$ cat src/rtl/clt_pkg.sv
// Shared types and constants for the character LCD text cursor block.
// No dependencies; every other file in rtl/ refers to this package by scoped names.
`default_nettype none

package clt_pkg;

   // Field widths
   localparam int CHAR_W  = 8;
   localparam int ADDR_W  = 8;
   localparam int WIDTH_W = 6;
   localparam int CNT_W   = 6;

   // Default line stride of the display address map
   localparam int LINE_STRIDE_DEFAULT = 40;

   // Display codes and addresses
   localparam logic [CHAR_W-1:0]  NEWLINE_CODE     = 8'h0A;
   localparam logic [CHAR_W-1:0]  SPACE_CODE       = 8'h20;
   localparam logic [CHAR_W-1:0]  SET_ADDR_CMD     = 8'h80;
   localparam logic [ADDR_W-1:0]  SECOND_LINE_ADDR = 8'd40;
   localparam logic [CNT_W-1:0]   MAX_BLANKS       = 6'd40;
   localparam logic [WIDTH_W-1:0] WIDTH_RESET      = 6'd16;

   // Commands from the controller to the datapath
   typedef struct packed {
      logic emit_char;   // accept a printable char, write it, advance address
      logic start_nl;    // accept a newline, clear the blank count
      logic emit_blank;  // write one space, advance address
      logic emit_cmd;    // move to the other line, write set-address command
   } clt_cmd_type;

   // Status from the datapath to the controller
   typedef struct packed {
      logic is_newline;  // offered char is a newline
      logic blank_more;  // another space is due on this newline
   } clt_status_type;

endpackage

`default_nettype wire

$ cat src/rtl/clt_req_if.sv
// Input channel: one character byte per transaction, valid/ready handshake.
// Depends on clt_pkg for the field width.
`default_nettype none

interface clt_req_if;
   logic                       valid;
   logic                       ready;
   logic [clt_pkg::CHAR_W-1:0] char_code;

   modport source (output valid, output char_code, input ready);
   modport sink   (input valid, input char_code, output ready);
endinterface

`default_nettype wire

$ cat src/rtl/clt_rsp_if.sv
// Result channel: one display bus write per transaction, valid/ready handshake.
// Depends on clt_pkg for the field width.
`default_nettype none

interface clt_rsp_if;
   logic                       valid;
   logic                       ready;
   logic                       is_data;
   logic [clt_pkg::CHAR_W-1:0] bus_byte;
   logic                       last;

   modport source (output valid, output is_data, output bus_byte, output last, input ready);
   modport sink   (input valid, input is_data, input bus_byte, input last, output ready);
endinterface

`default_nettype wire

$ cat src/rtl/clt_ctrl.sv
// Controller for the text cursor: sequences newline blanking and owns the
// handshakes of both channels. Depends on clt_pkg for command/status types.
`default_nettype none

module clt_ctrl (
   input  wire                    clock,
   input  wire                    reset,
   input  wire                    req_valid,
   output logic                   req_ready,
   output logic                   rsp_valid,
   input  wire                    rsp_ready,
   input  clt_pkg::clt_status_type status,
   output clt_pkg::clt_cmd_type    cmd
);

   localparam logic ST_IDLE  = 1'b0;
   localparam logic ST_BLANK = 1'b1;

   logic state_ff;
   logic state_in;
   logic rsp_valid_ff;
   logic rsp_valid_in;
   logic out_free;
   logic accept;
   logic emit_any;

   // Output slot can take a new transaction when empty or draining now
   assign out_free  = !rsp_valid_ff || rsp_ready;
   assign req_ready = (state_ff == ST_IDLE) && out_free;
   assign accept    = req_valid && req_ready;

   // Decode commands
   always_comb begin
      cmd            = '0;
      cmd.emit_char  = accept && !status.is_newline;
      cmd.start_nl   = accept && status.is_newline;
      cmd.emit_blank = (state_ff == ST_BLANK) && out_free && status.blank_more;
      cmd.emit_cmd   = (state_ff == ST_BLANK) && out_free && !status.blank_more;
   end

   assign emit_any = cmd.emit_char || cmd.emit_blank || cmd.emit_cmd;

   // Next state
   always_comb begin
      state_in = state_ff;
      case (state_ff)
         ST_IDLE: begin
            if (cmd.start_nl) state_in = ST_BLANK;
         end
         ST_BLANK: begin
            if (cmd.emit_cmd) state_in = ST_IDLE;
         end
         default: state_in = ST_IDLE;
      endcase
   end

   // Fill on emit, drain on ready
   always_comb begin
      if (emit_any) begin
         rsp_valid_in = 1'b1;
      end else if (rsp_ready) begin
         rsp_valid_in = 1'b0;
      end else begin
         rsp_valid_in = rsp_valid_ff;
      end
   end

   always_ff @(posedge clock) begin
      if (reset) begin
         state_ff     <= ST_IDLE;
         rsp_valid_ff <= 1'b0;
      end else begin
         state_ff     <= state_in;
         rsp_valid_ff <= rsp_valid_in;
      end
   end

   assign rsp_valid = rsp_valid_ff;

endmodule

`default_nettype wire

$ cat src/rtl/clt_datapath.sv
// Datapath for the text cursor: address and column tracking, blank count,
// width register and the result payload register. Depends on clt_pkg.
`default_nettype none

module clt_datapath #(
   parameter int LINE_STRIDE = clt_pkg::LINE_STRIDE_DEFAULT
) (
   input  wire                           clock,
   input  wire                           reset,
   input  wire                           csr_we,
   input  wire  [clt_pkg::WIDTH_W-1:0]   csr_wdata,
   input  wire  [clt_pkg::CHAR_W-1:0]    char_code,
   input  clt_pkg::clt_cmd_type          cmd,
   output clt_pkg::clt_status_type       status,
   output logic                          rsp_is_data,
   output logic [clt_pkg::CHAR_W-1:0]    rsp_bus_byte,
   output logic                          rsp_last
);

   localparam int ColW = $clog2(LINE_STRIDE);
   localparam int CmpW = 7;
   localparam logic [ColW-1:0] ColLast = ColW'(LINE_STRIDE - 1);
   localparam logic [ColW-1:0] SecondLineCol =
      ColW'(int'(clt_pkg::SECOND_LINE_ADDR) % LINE_STRIDE);
   localparam logic [clt_pkg::ADDR_W-1:0] StrideAddr = clt_pkg::ADDR_W'(LINE_STRIDE);

   logic [clt_pkg::ADDR_W-1:0]  addr_ff,  addr_in;
   logic [ColW-1:0]             col_ff,   col_in;
   logic [clt_pkg::CNT_W-1:0]   cnt_ff,   cnt_in;
   logic [clt_pkg::WIDTH_W-1:0] width_ff, width_in;
   logic                        is_data_ff, is_data_in;
   logic [clt_pkg::CHAR_W-1:0]  byte_ff,  byte_in;
   logic                        last_ff,  last_in;

   logic [clt_pkg::ADDR_W-1:0]  addr_inc;
   logic [ColW-1:0]             col_inc;
   logic                        on_first_line;
   logic [clt_pkg::ADDR_W-1:0]  line_addr;
   logic [ColW-1:0]             line_col;

   // Column mirrors address mod stride; an address wrap restarts it at zero
   assign addr_inc = addr_ff + 1'b1;
   always_comb begin
      if (addr_ff == '1 || col_ff == ColLast) begin
         col_inc = '0;
      end else begin
         col_inc = col_ff + 1'b1;
      end
   end

   // Line switch target
   assign on_first_line = addr_ff < StrideAddr;
   assign line_addr = on_first_line ? clt_pkg::SECOND_LINE_ADDR : '0;
   assign line_col  = on_first_line ? SecondLineCol : '0;

   // Status to the controller
   assign status.is_newline = char_code == clt_pkg::NEWLINE_CODE;
   assign status.blank_more = (cnt_ff != clt_pkg::MAX_BLANKS) &&
                              (CmpW'(col_ff) < CmpW'(width_ff));

   // Cursor, blank count and width update
   always_comb begin
      addr_in  = addr_ff;
      col_in   = col_ff;
      cnt_in   = cnt_ff;
      width_in = csr_we ? csr_wdata : width_ff;
      if (cmd.emit_char || cmd.emit_blank) begin
         addr_in = addr_inc;
         col_in  = col_inc;
      end else if (cmd.emit_cmd) begin
         addr_in = line_addr;
         col_in  = line_col;
      end
      if (cmd.start_nl) begin
         cnt_in = '0;
      end else if (cmd.emit_blank) begin
         cnt_in = cnt_ff + 1'b1;
      end
   end

   // Load the result payload
   always_comb begin
      is_data_in = is_data_ff;
      byte_in    = byte_ff;
      last_in    = last_ff;
      if (cmd.emit_char) begin
         is_data_in = 1'b1;
         byte_in    = char_code;
         last_in    = 1'b1;
      end else if (cmd.emit_blank) begin
         is_data_in = 1'b1;
         byte_in    = clt_pkg::SPACE_CODE;
         last_in    = 1'b0;
      end else if (cmd.emit_cmd) begin
         is_data_in = 1'b0;
         byte_in    = clt_pkg::SET_ADDR_CMD | {1'b0, line_addr[clt_pkg::ADDR_W-2:0]};
         last_in    = 1'b1;
      end
   end

   always_ff @(posedge clock) begin
      if (reset) begin
         addr_ff  <= '0;
         col_ff   <= '0;
         width_ff <= clt_pkg::WIDTH_RESET;
      end else begin
         addr_ff  <= addr_in;
         col_ff   <= col_in;
         width_ff <= width_in;
      end
   end

   always_ff @(posedge clock) begin
      cnt_ff     <= cnt_in;
      is_data_ff <= is_data_in;
      byte_ff    <= byte_in;
      last_ff    <= last_in;
   end

   assign rsp_is_data  = is_data_ff;
   assign rsp_bus_byte = byte_ff;
   assign rsp_last     = last_ff;

endmodule

`default_nettype wire

$ cat src/rtl/char_lcd_text_cursor_core.sv
// Character LCD text cursor: controller and datapath, top level.
// Depends on clt_pkg, clt_req_if, clt_rsp_if, clt_ctrl and clt_datapath.
//
// Usage:
//   req_ch carries one character byte per transaction; rsp_ch carries one
//   display bus write per transaction (is_data, bus_byte, last). csr_we with
//   csr_wdata writes visible_width; write it only while the block is idle.
//   A printable character gives one data write in the cycle after acceptance and
//   a new character may follow in the very next cycle while rsp_ch.ready is high.
//   A newline gives spaces until the column reaches visible_width (at most 40)
//   and then one set-address command, one result per cycle while rsp_ch.ready
//   is high; the blanking sequencer emits these writes.
//   req_ch.ready is low while a newline is being expanded.
//   A single output register holds the pending result; while rsp_ch.ready is
//   low it holds, no result is lost, and the block stops advancing.
//   Reset (synchronous, active high) clears the cursor address to 0, sets
//   visible_width to 16 and empties the output register.
`default_nettype none

module char_lcd_text_cursor_core #(
   parameter int LINE_STRIDE = clt_pkg::LINE_STRIDE_DEFAULT
) (
   input  wire                         clock,
   input  wire                         reset,
   clt_req_if.sink                     req_ch,
   clt_rsp_if.source                   rsp_ch,
   input  wire                         csr_we,
   input  wire  [clt_pkg::WIDTH_W-1:0] csr_wdata
);

   clt_pkg::clt_cmd_type    cmd;
   clt_pkg::clt_status_type status;

   // Sequencer and handshakes
   clt_ctrl u_ctrl (
      .clock     (clock),
      .reset     (reset),
      .req_valid (req_ch.valid),
      .req_ready (req_ch.ready),
      .rsp_valid (rsp_ch.valid),
      .rsp_ready (rsp_ch.ready),
      .status    (status),
      .cmd       (cmd)
   );

   // Cursor tracking and result payload
   clt_datapath #(
      .LINE_STRIDE (LINE_STRIDE)
   ) u_datapath (
      .clock        (clock),
      .reset        (reset),
      .csr_we       (csr_we),
      .csr_wdata    (csr_wdata),
      .char_code    (req_ch.char_code),
      .cmd          (cmd),
      .status       (status),
      .rsp_is_data  (rsp_ch.is_data),
      .rsp_bus_byte (rsp_ch.bus_byte),
      .rsp_last     (rsp_ch.last)
   );

`ifndef ASSERT_OFF
   // At most one command per cycle
   a_cmd_onehot: assert property (@(posedge clock) disable iff (reset)
      $onehot0(cmd))
      else $error("more than one datapath command in a cycle");

   // Every emitted write shows up on the result channel next cycle
   a_emit_valid: assert property (@(posedge clock) disable iff (reset)
      (cmd.emit_char || cmd.emit_blank || cmd.emit_cmd) |=> rsp_ch.valid)
      else $error("emitted write not presented");

   // A command write always closes its transaction group
   a_cmd_last: assert property (@(posedge clock) disable iff (reset)
      (rsp_ch.valid && !rsp_ch.is_data) |-> (rsp_ch.last && rsp_ch.bus_byte[7]))
      else $error("command write without last or set-address bit");

   // No new character is taken while blanking is underway
   a_no_accept_blank: assert property (@(posedge clock) disable iff (reset)
      cmd.emit_blank |-> !req_ch.ready)
      else $error("input accepted during newline expansion");
`endif

endmodule

`default_nettype wire

$ cat src/flat_wrapper.sv
// flat-port wrapper written by rule: the top's interface ports become plain ports
module char_lcd_text_cursor_core_flat 
#(
   parameter int LINE_STRIDE = clt_pkg::LINE_STRIDE_DEFAULT
)
  (clock, reset, csr_we, csr_wdata, req_ch_valid, req_ch_char_code, req_ch_ready, rsp_ch_valid, rsp_ch_is_data, rsp_ch_bus_byte, rsp_ch_last, rsp_ch_ready);
  clt_req_if req_ch_i ();
  clt_rsp_if rsp_ch_i ();
  input  wire clock;
  input  wire reset;
  input  wire csr_we;
  input  wire  [clt_pkg::WIDTH_W-1:0] csr_wdata;
  input wire logic [$bits(req_ch_i.valid)-1:0] req_ch_valid;
  input wire logic [$bits(req_ch_i.char_code)-1:0] req_ch_char_code;
  output wire logic [$bits(req_ch_i.ready)-1:0] req_ch_ready;
  output wire logic [$bits(rsp_ch_i.valid)-1:0] rsp_ch_valid;
  output wire logic [$bits(rsp_ch_i.is_data)-1:0] rsp_ch_is_data;
  output wire logic [$bits(rsp_ch_i.bus_byte)-1:0] rsp_ch_bus_byte;
  output wire logic [$bits(rsp_ch_i.last)-1:0] rsp_ch_last;
  input wire logic [$bits(rsp_ch_i.ready)-1:0] rsp_ch_ready;
  assign req_ch_i.valid = req_ch_valid;
  assign req_ch_i.char_code = req_ch_char_code;
  assign req_ch_ready = req_ch_i.ready;
  assign rsp_ch_valid = rsp_ch_i.valid;
  assign rsp_ch_is_data = rsp_ch_i.is_data;
  assign rsp_ch_bus_byte = rsp_ch_i.bus_byte;
  assign rsp_ch_last = rsp_ch_i.last;
  assign rsp_ch_i.ready = rsp_ch_ready;
  char_lcd_text_cursor_core #(.LINE_STRIDE(LINE_STRIDE)) u_core (.clock(clock), .reset(reset), .req_ch(req_ch_i), .rsp_ch(rsp_ch_i), .csr_we(csr_we), .csr_wdata(csr_wdata));
endmodule
$ cat config.mk
export PLATFORM = sky130hd
export DESIGN_NAME = char_lcd_text_cursor_core_flat
export DESIGN_NICKNAME = d
export VERILOG_FILES = /design/src/rtl/clt_pkg.sv /design/src/rtl/clt_req_if.sv /design/src/rtl/clt_rsp_if.sv /design/src/rtl/clt_ctrl.sv /design/src/rtl/clt_datapath.sv /design/src/rtl/char_lcd_text_cursor_core.sv /design/src/flat_wrapper.sv
export SDC_FILE = /design/constraint.sdc
export NUM_CORES = 1
export LEC_CHECK = 0
export ABC_AREA = 0
export BUFFER_PORTS_ARGS = -buffer_cell sky130_fd_sc_hd__clkbuf_2
export CAP_MARGIN = 20
export CORE_MARGIN = 4
export CORE_UTILIZATION = 55
export DETAILED_ROUTE_END_ITERATION = 6
export PLACE_DENSITY = 0.86
export SLEW_MARGIN = 15
export SYNTH_ARGS = -nofsm -noshare
export SYNTH_HDL_FRONTEND = slang
export SYNTH_SLANG_ARGS = --single-unit
$ cat constraint.sdc
create_clock -name clock -period 2.26 [get_ports clock]
set_input_delay 0.113 -clock clock [delete_from_list [all_inputs] [get_ports clock]]
set_output_delay 0.113 -clock clock [all_outputs]
set_load 0.03 [all_outputs]
==> results of run 1 <==
==> what timing repair did <==
| action | 4_1_cts | 5_1_grt |
|---|---|---|
| hold endpoints to repair | 4 | 0 |
| gates resized for setup | 0 | 0 |
| hold buffers | 4 | 0 |
==> layout by cell type, fill, tap and decap left out, types with 2 or more instances in the layout <==
| master | count |
|---|---|
| dfxtp_1 | 30 |
| and3_1 | 6 |
| ha_1 | 9 |
| xnor2_1 | 8 |
| nor4b_1 | 2 |
| edfxtp_1 | 8 |
| nand4_1 | 7 |
| dlygate4sd3_1 | 4 |
| xor2_1 | 7 |
| and2_1 | 4 |
| nor2_1 | 26 |
| a21o_1 | 3 |
| nor4_2 | 2 |
| clkbuf_4 | 5 |
| nand3_1 | 5 |
| o21ai_0 | 6 |
| nor3_1 | 9 |
| nand2_1 | 16 |
| inv_1 | 11 |
| nand2b_1 | 3 |
| o21ai_2 | 2 |
| a21oi_1 | 6 |
| mux2i_1 | 5 |
| nor2_2 | 2 |
| clkbuf_2 | 30 |
==> routing by layer <==
| metal | wire length, um | vias up | share of wire [%] |
|---|---|---|---|
| li1 | - | 789 | - |
| met1 | 1741 | 709 | 48 |
| met2 | 1631 | 27 | 45 |
| met3 | 159 | 8 | 4.4 |
| met4 | 65 | 0 | 1.8 |
| met5 | 0 | - | 0 |
==> worst register-to-register path: stages, from the launching register on <==
cell     delay [ns]
dfxtp_1        0.36
ha_1           0.34
a21o_1         0.17
a21oi_1        0.22
o21ai_4        0.16
nor2_2         0.16
mux2_1         0.33
a211o_1        0.28
==> where the power goes <==
group          total, mW  internal (mW)  leakage [nW]  switching [mW]
logic              0.155         0.0592         0.555          0.0962
clock network      0.364          0.151        0.0353           0.213
registers          0.736          0.720         0.322          0.0160
total               1.26          0.930         0.912           0.326
==> state kept, by name, indices dropped and copies added (netlist names) <==
signal	flops
u_core.u_datapath.col_ff	6
u_core.u_datapath.addr_ff	8
u_core.u_datapath.width_ff	6
u_core.u_datapath.rsp_last	1
u_core.u_ctrl.state_ff	1
u_core.u_datapath.rsp_is_data	1
u_core.u_datapath.cnt_ff	6
u_core.u_ctrl.rsp_valid	1
u_core.u_datapath.rsp_bus_byte	8
==> cell type report <==
cell class	instances	area [um^2]	area share, %
multi-input combinational	147	964.7	44.59
timing repair buffer	35	197.7	9.138
inverter	12	45.04	2.082
clock inverter	1	5.005	0.2313
sequential	38	840.8	38.87
tap	44	55.05	2.545
clock buffer	7	55.05	2.545
==> cells by family after synthesis <==
logic type / after synthesis / share of synthesized area, %
AOI/OAI and AO/OA: 30 / 11.45
muxes: 6 / 3.260
DFF: 38 / 44.71
and+or+nand+nor: 87 / 23.62
adders and majority gates: 9 / 5.988
xor gates and xnor gates: 15 / 6.986
buffers and inverters: 19 / 3.991
==> through the flow <==
| stage | cells | util [%] | total power [mW] | setup WS [ns] |
|---|---|---|---|---|
| finish | 284 | 68.61 | 1.256 | 0.1469 |
| global route | 284 | 68.61 | 1.313 | 0.04299 |
| CTS | 284 | 68.61 | 1.267 | 0.1516 |
| detailed placement | 272 | 65.44 | 0.9016 | 0.1679 |
| global placement | 272 | 65.44 | 0.8967 | 0.2172 |
| floorplan | 204 | - | 0.8563 | 0.2570 |
==> worst paths after layout <==
check        cells after the start                          start                            end  slack (ns)
max                              7    u_core.u_datapath.col_ff[4]   u_core.u_datapath.addr_ff[5]        0.15
max reg2reg                      7    u_core.u_datapath.col_ff[4]   u_core.u_datapath.addr_ff[5]        0.15
min                              3                   csr_wdata[1]  u_core.u_datapath.width_ff[1]        0.02
min reg2reg                      1  u_core.u_datapath.rsp_is_data  u_core.u_datapath.rsp_is_data        0.49
==> flow_summary.json, run 1 <==
{
  "ys_top_cells_by_area": "dfxtp_1 32%, edfxtp_1 13%, ha_1 6.0%",
  "required_ns": 2.51,
  "max_freq_mhz": 473.2,
  "ir_drop_mv": 0.4703,
  "grtUsageMet3_pct": 4.722,
  "root_buffer": "clkbuf_4",
  "rsz0062_at_grt": "false",
  "yosysWarningCount": 0,
  "p_leak_nw": 0.9118,
  "fin_crit_ns": 2.113,
  "wl_um": 3598,
  "grt_util_met1_pct": 25.37,
  "power_density_nw_per_um2": 580.4,
  "numCtsBuffers": 5,
  "clkSinkCount": 38,
  "wl_per_cell_um": 12.67,
  "max_stage_delay_ns": 0.36,
  "endpoint_kind": "flip-flop",
  "drc_errors": 0,
  "post-dp-hpwl_um": 2647,
  "crit_buf_inv": 0,
  "fin_setup_tns_ns": 0,
  "clock_path_buffers": 2,
  "num_vias": 1533,
  "clk_pin_slew_ns": 0.11,
  "hp-class": "in2reg",
  "ctsHtreeMaxLevel": 2,
  "synth_ff_type": "dfxtp_1",
  "grt_pass1_vias": 1472,
  "synthDistinctLibCells": 45,
  "die-width_um": 66.48,
  "track_usage_pct": 18.95,
  "die_height_um": 66.48,
  "final_area_um2": 2163,
  "status": "completed",
  "area_growth_pct": 15.04,
  "worstPathArrival_ns": 2.36,
  "antenna_left": 0,
  "worstMarginPinSlew_ns": 0.5299,
  "criticalPathCategory": "reg2reg",
  "core_um2": 3153,
  "grt_busiest_layer": "met2",
  "synth.most_common_cell": "dfxtp_1",
  "cap_viol_max_count": 0,
  "grt_use_met2_pct": 28.25,
  "fin_crit_sh_pct": 93.50,
  "viasPerCell": 5.398,
  "post-synth-top-area-cell": "dfxtp_1",
  "syn_area_um2": 1881,
  "antenna_found_initial": 0,
  "start_util_pct": 59.64,
  "hold_viol_final": 0,
  "drive_above_1_share_pct": 19.58,
  "syn_avg_cell_area_um2": 9.218,
  "synthTopCellsByCount": "30 x dfxtp_1, 26 x nor2_1, 16 x nand2_1, 11 x inv_1",
  "path_cells": "ha_1, a21o_1, a21oi_1, o21ai_4, nor2_2, mux2_1, a211o_1",
  "nFillCells": 267,
  "critPathLaunchType": "flip-flop",
  "grt_overflow": 0,
  "first_pass_iters": 4,
  "synth_seq_area_share_pct": 44.71,
  "fin_hold_ws_ns": 0.01979,
  "grt_pass1_wl_um": 6396,
  "gp_congestion": 0.8376,
  "insertedDiodeCount": 0,
  "synth_nets": 232,
  "io_pins": 31,
  "grt_max_degree": 20,
  "synthCells": 204,
  "drv_slew": 0,
  "critPathMaxFanout": 10,
  "synth_top_area_share_pct": 31.94,
  "die_area_um2": 4419,
  "post-cts-setup-buffer-count": 0,
  "fin_nets": 267,
  "dr.first_iter.drc_count": 89,
  "crit_family": "compound AO/OA/AOI/OAI gates",
  "slew_headroom_pct": 64.40,
  "skew_ns": 0.004733,
  "crit_path_top_delay_cell": "dfxtp_1",
  "synth_edf_count": 8,
  "finalSetupViolations": 0,
  "port_buffers": 30,
  "synthArstFlopShare_pct": 0,
  "placed_area_um2": 2063,
  "ys_seq_elements": 38,
  "insertion_delay_ns": 0.34,
  "cts_tree": "yes",
  "row_count": 20
}
No activity file was read; power rests on OpenSTA's default activity.
==> run 2, diff against run 1 <==
--- a/config.mk
+++ b/config.mk
@@ -9,10 +9,12 @@
 export BUFFER_PORTS_ARGS = -buffer_cell sky130_fd_sc_hd__clkbuf_2
 export CAP_MARGIN = 20
 export CORE_MARGIN = 4
-export CORE_UTILIZATION = 55
+export CORE_UTILIZATION = 45
 export DETAILED_ROUTE_END_ITERATION = 6
-export PLACE_DENSITY = 0.86
+export MAX_ROUTING_LAYER = met4
+export PLACE_DENSITY = 0.74
 export SLEW_MARGIN = 15
 export SYNTH_ARGS = -nofsm -noshare
 export SYNTH_HDL_FRONTEND = slang
+export SYNTH_HIERARCHICAL = 1
 export SYNTH_SLANG_ARGS = --single-unit
==> flow_summary.json, run 2 <==
{
  "multi_input_area_um2": 1006,
  "num_vias": 1647,
  "clock_path_buffers": 2,
  "syn_avg_cell_area_um2": 9.178,
  "numCtsBuffers": 5,
  "final_core_util_pct": 60.90,
  "synth_compound_gate_area_share_pct": 15.25,
  "die_height_um": 72.35,
  "wl_um": 4067,
  "synth_nets": 231,
  "track_usage_pct": 16.83,
  "critPathMaxFanout": 5,
  "drive_above_1_share_pct": 34.09,
  "required_ns": 2.49,
  "power_density_nw_per_um2": 571.3,
  "core_um2": 4000,
  "criticalPathCategory": "reg2reg",
  "final_area_um2": 2436,
  "synth_ff_type": "dfxtp_1",
  "ctsHtreeMaxLevel": 2,
  "antenna_found_initial": 0,
  "fin_setup_tns_ns": 0,
  "root_buffer": "clkbuf_8",
  "layout_setup_ws_ns": 0.002395,
  "max_freq_mhz": 442.9,
  "hold_viol_final": 0,
  "grt_pass1_vias": 1552,
  "post-dp-hpwl_um": 2799,
  "area_growth_pct": 30.76,
  "p_int_mw": 1.031,
  "synthArstFlopShare_pct": 0,
  "wl_per_cell_um": 12.95,
  "pre_cts_slack_ns": -0.2082,
  "pwr-share-clk_pct": 32.3,
  "antenna_left": 0,
  "dr.first_iter.drc_count": 88,
  "synth_seq_area_share_pct": 45.13,
  "post-synth-top-area-cell": "dfxtp_1",
  "cts_tree": "yes",
  "insertion_delay_ns": 0.29,
  "grt_overflow": 0,
  "synthTopCellsByCount": "30 x dfxtp_1, 24 x nor2_1, 18 x nand2_1, 12 x a21oi_1, 12 x inv_1",
  "drv_slew": 0,
  "synth_top_family_by_area": "simple AND/OR/NAND/NOR gates",
  "ff_latch_area_um2": 843.3,
  "synth_mux_area_share_pct": 3.224,
  "ys_seq_elements": 38,
  "syn_area_um2": 1863,
  "power_frac_seq_pct": 52.7,
  "cap_viol_max_count": 0,
  "clkSinkCount": 38,
  "ys_top_cells_by_area": "dfxtp_1 32%, edfxtp_1 13%, ha_1 6.0%",
  "synth-xor-area-share_pct": 1.880,
  "worstPathArrival_ns": 2.49,
  "die-width_um": 72.35,
  "switching_share_pct": 25.92,
  "gp_congestion": 0.8302,
  "layout_commonest_cell": "clkbuf_2",
  "fin_crit_sh_pct": 99.89,
  "p_leak_nw": 1.086,
  "finalSetupViolations": 0,
  "critPathLaunchType": "flip-flop",
  "power_frac_comb_pct": 15.1,
  "port_buffers": 30,
  "fin_crit_ns": 2.258,
  "slew_headroom_pct": 56.81,
  "synth_edf_count": 8,
  "nFillCells": 347,
  "worstMarginPinSlew_ns": 0.6464,
  "drc_errors": 0,
  "grt_pass1_wl_um": 6624,
  "grt_max_degree": 20,
  "rsz0062_at_grt": "true",
  "fin_nets": 291,
  "synthCells": 203,
  "yosysWarningCount": 6,
  "power.total_mw": 1.392,
  "viasPerCell": 5.245,
  "dp_cells": 297,
  "skew_ns": 0.008776,
  "hp-class": "in2reg",
  "io_pins": 31,
  "layout_common_cells": "31 x clkbuf_2, 28 x dfxtp_1, 25 x buf_4, 21 x nor2_1, 18 x nand2_1",
  "start_util_pct": 46.57,
  "first_pass_iters": 4,
  "clk_pin_slew_ns": 0.08,
  "insertedDiodeCount": 0,
  "synthSimpleGateAreaFrac_pct": 24.18,
  "synthDistinctLibCells": 53,
  "placed_area_um2": 2223,
  "endpoint_kind": "flip-flop",
  "synthAdderAreaFrac_pct": 6.044,
  "power_switching_uw": 360.7,
  "fin_hold_ws_ns": 0.04144,
  "die_area_um2": 5234,
  "ir_drop_mv": 0.3389,
  "fin_cells": 314,
  "synth.most_common_cell": "dfxtp_1",
  "synth_top_area_share_pct": 32.24,
  "row_count": 23,
  "status": "completed"
}
run 2: changes by cell type after synthesis, sizes merged, moves of 4 or more:
cell and delta:
a21oi +5, and3 -4, nand4 -4, nor3 -8, or3 +4, xnor2 -7
xor2 -4
run 2: critical path: stages (launching register included):
cell      delay (ns)
dfxtp_2         0.33
inv_2           0.05
ha_4            0.20
a21o_1          0.15
a211o_1         0.26
a21oi_2         0.16
inv_2           0.07
nor2_4          0.16
nor2_4          0.06
a311o_1         0.36
or3_1           0.34
o211ai_2        0.07
run 2: cells by family after synthesis:
logic type / after synthesis
buf+inv: 20
flops: 38
mux: 6
compound gates: 44
simple gates: 82
xor+xnor: 4
fa+ha+maj: 9
run 2: per-layer routing:
metal	vias to the layer above	wire, um	share of wire (%)	track usage, %
met2	39	2053	50	27.10
met1	755	1670	41	18.35
met3	10	243	6.0	5.125
li1	843	-	-	-
met5	-	0	0	-
met4	0	99	2.4	9.603
run 2: final cells by class:
type,count,share of cell area [%]
repair buffers,60,16.08
multi-input cells,145,41.29
well taps,50,2.568
inverters,13,2.106
clock inverters,2,0.3595
flip-flops and latches,38,34.62
clock buffers,6,2.979
run 2: power by group through the flow:
stage / clock (mW) / combinational (mW) / sequential, mW
CTS: 0.464 / 0.195 / 0.733
detailed placement: 0 / 0.185 / 0.748
finish: 0.449 / 0.209 / 0.733
global placement: 0 / 0.181 / 0.746
floorplan: 0 / 0.0926 / 0.770
global route: 0.506 / 0.232 / 0.735
run 2: what timing repair did:
| item | 4_1_cts | 5_1_grt |
|---|---|---|
| hold buffers | 0 | 0 |
| buffers inserted | 3 | 6 |
| pin swaps | 3 | 10 |
| setup endpoints to repair | 22 | 20 |
| cloned | 0 | 0 |
| resized for setup | 8 | 14 |
run 2: worst paths after layout:
path                                 start                       endpoint  slack [ns]  depth (start not counted)
max          u_core/u_datapath/width_ff[1]    u_core/u_datapath/col_ff[5]       0.002                         11
min                           csr_wdata[4]  u_core/u_datapath/width_ff[4]        0.04                          3
max reg2reg  u_core/u_datapath/width_ff[1]    u_core/u_datapath/col_ff[5]       0.002                         11
min reg2reg  u_core/u_datapath/rsp_is_data  u_core/u_datapath/rsp_is_data        0.48                          2
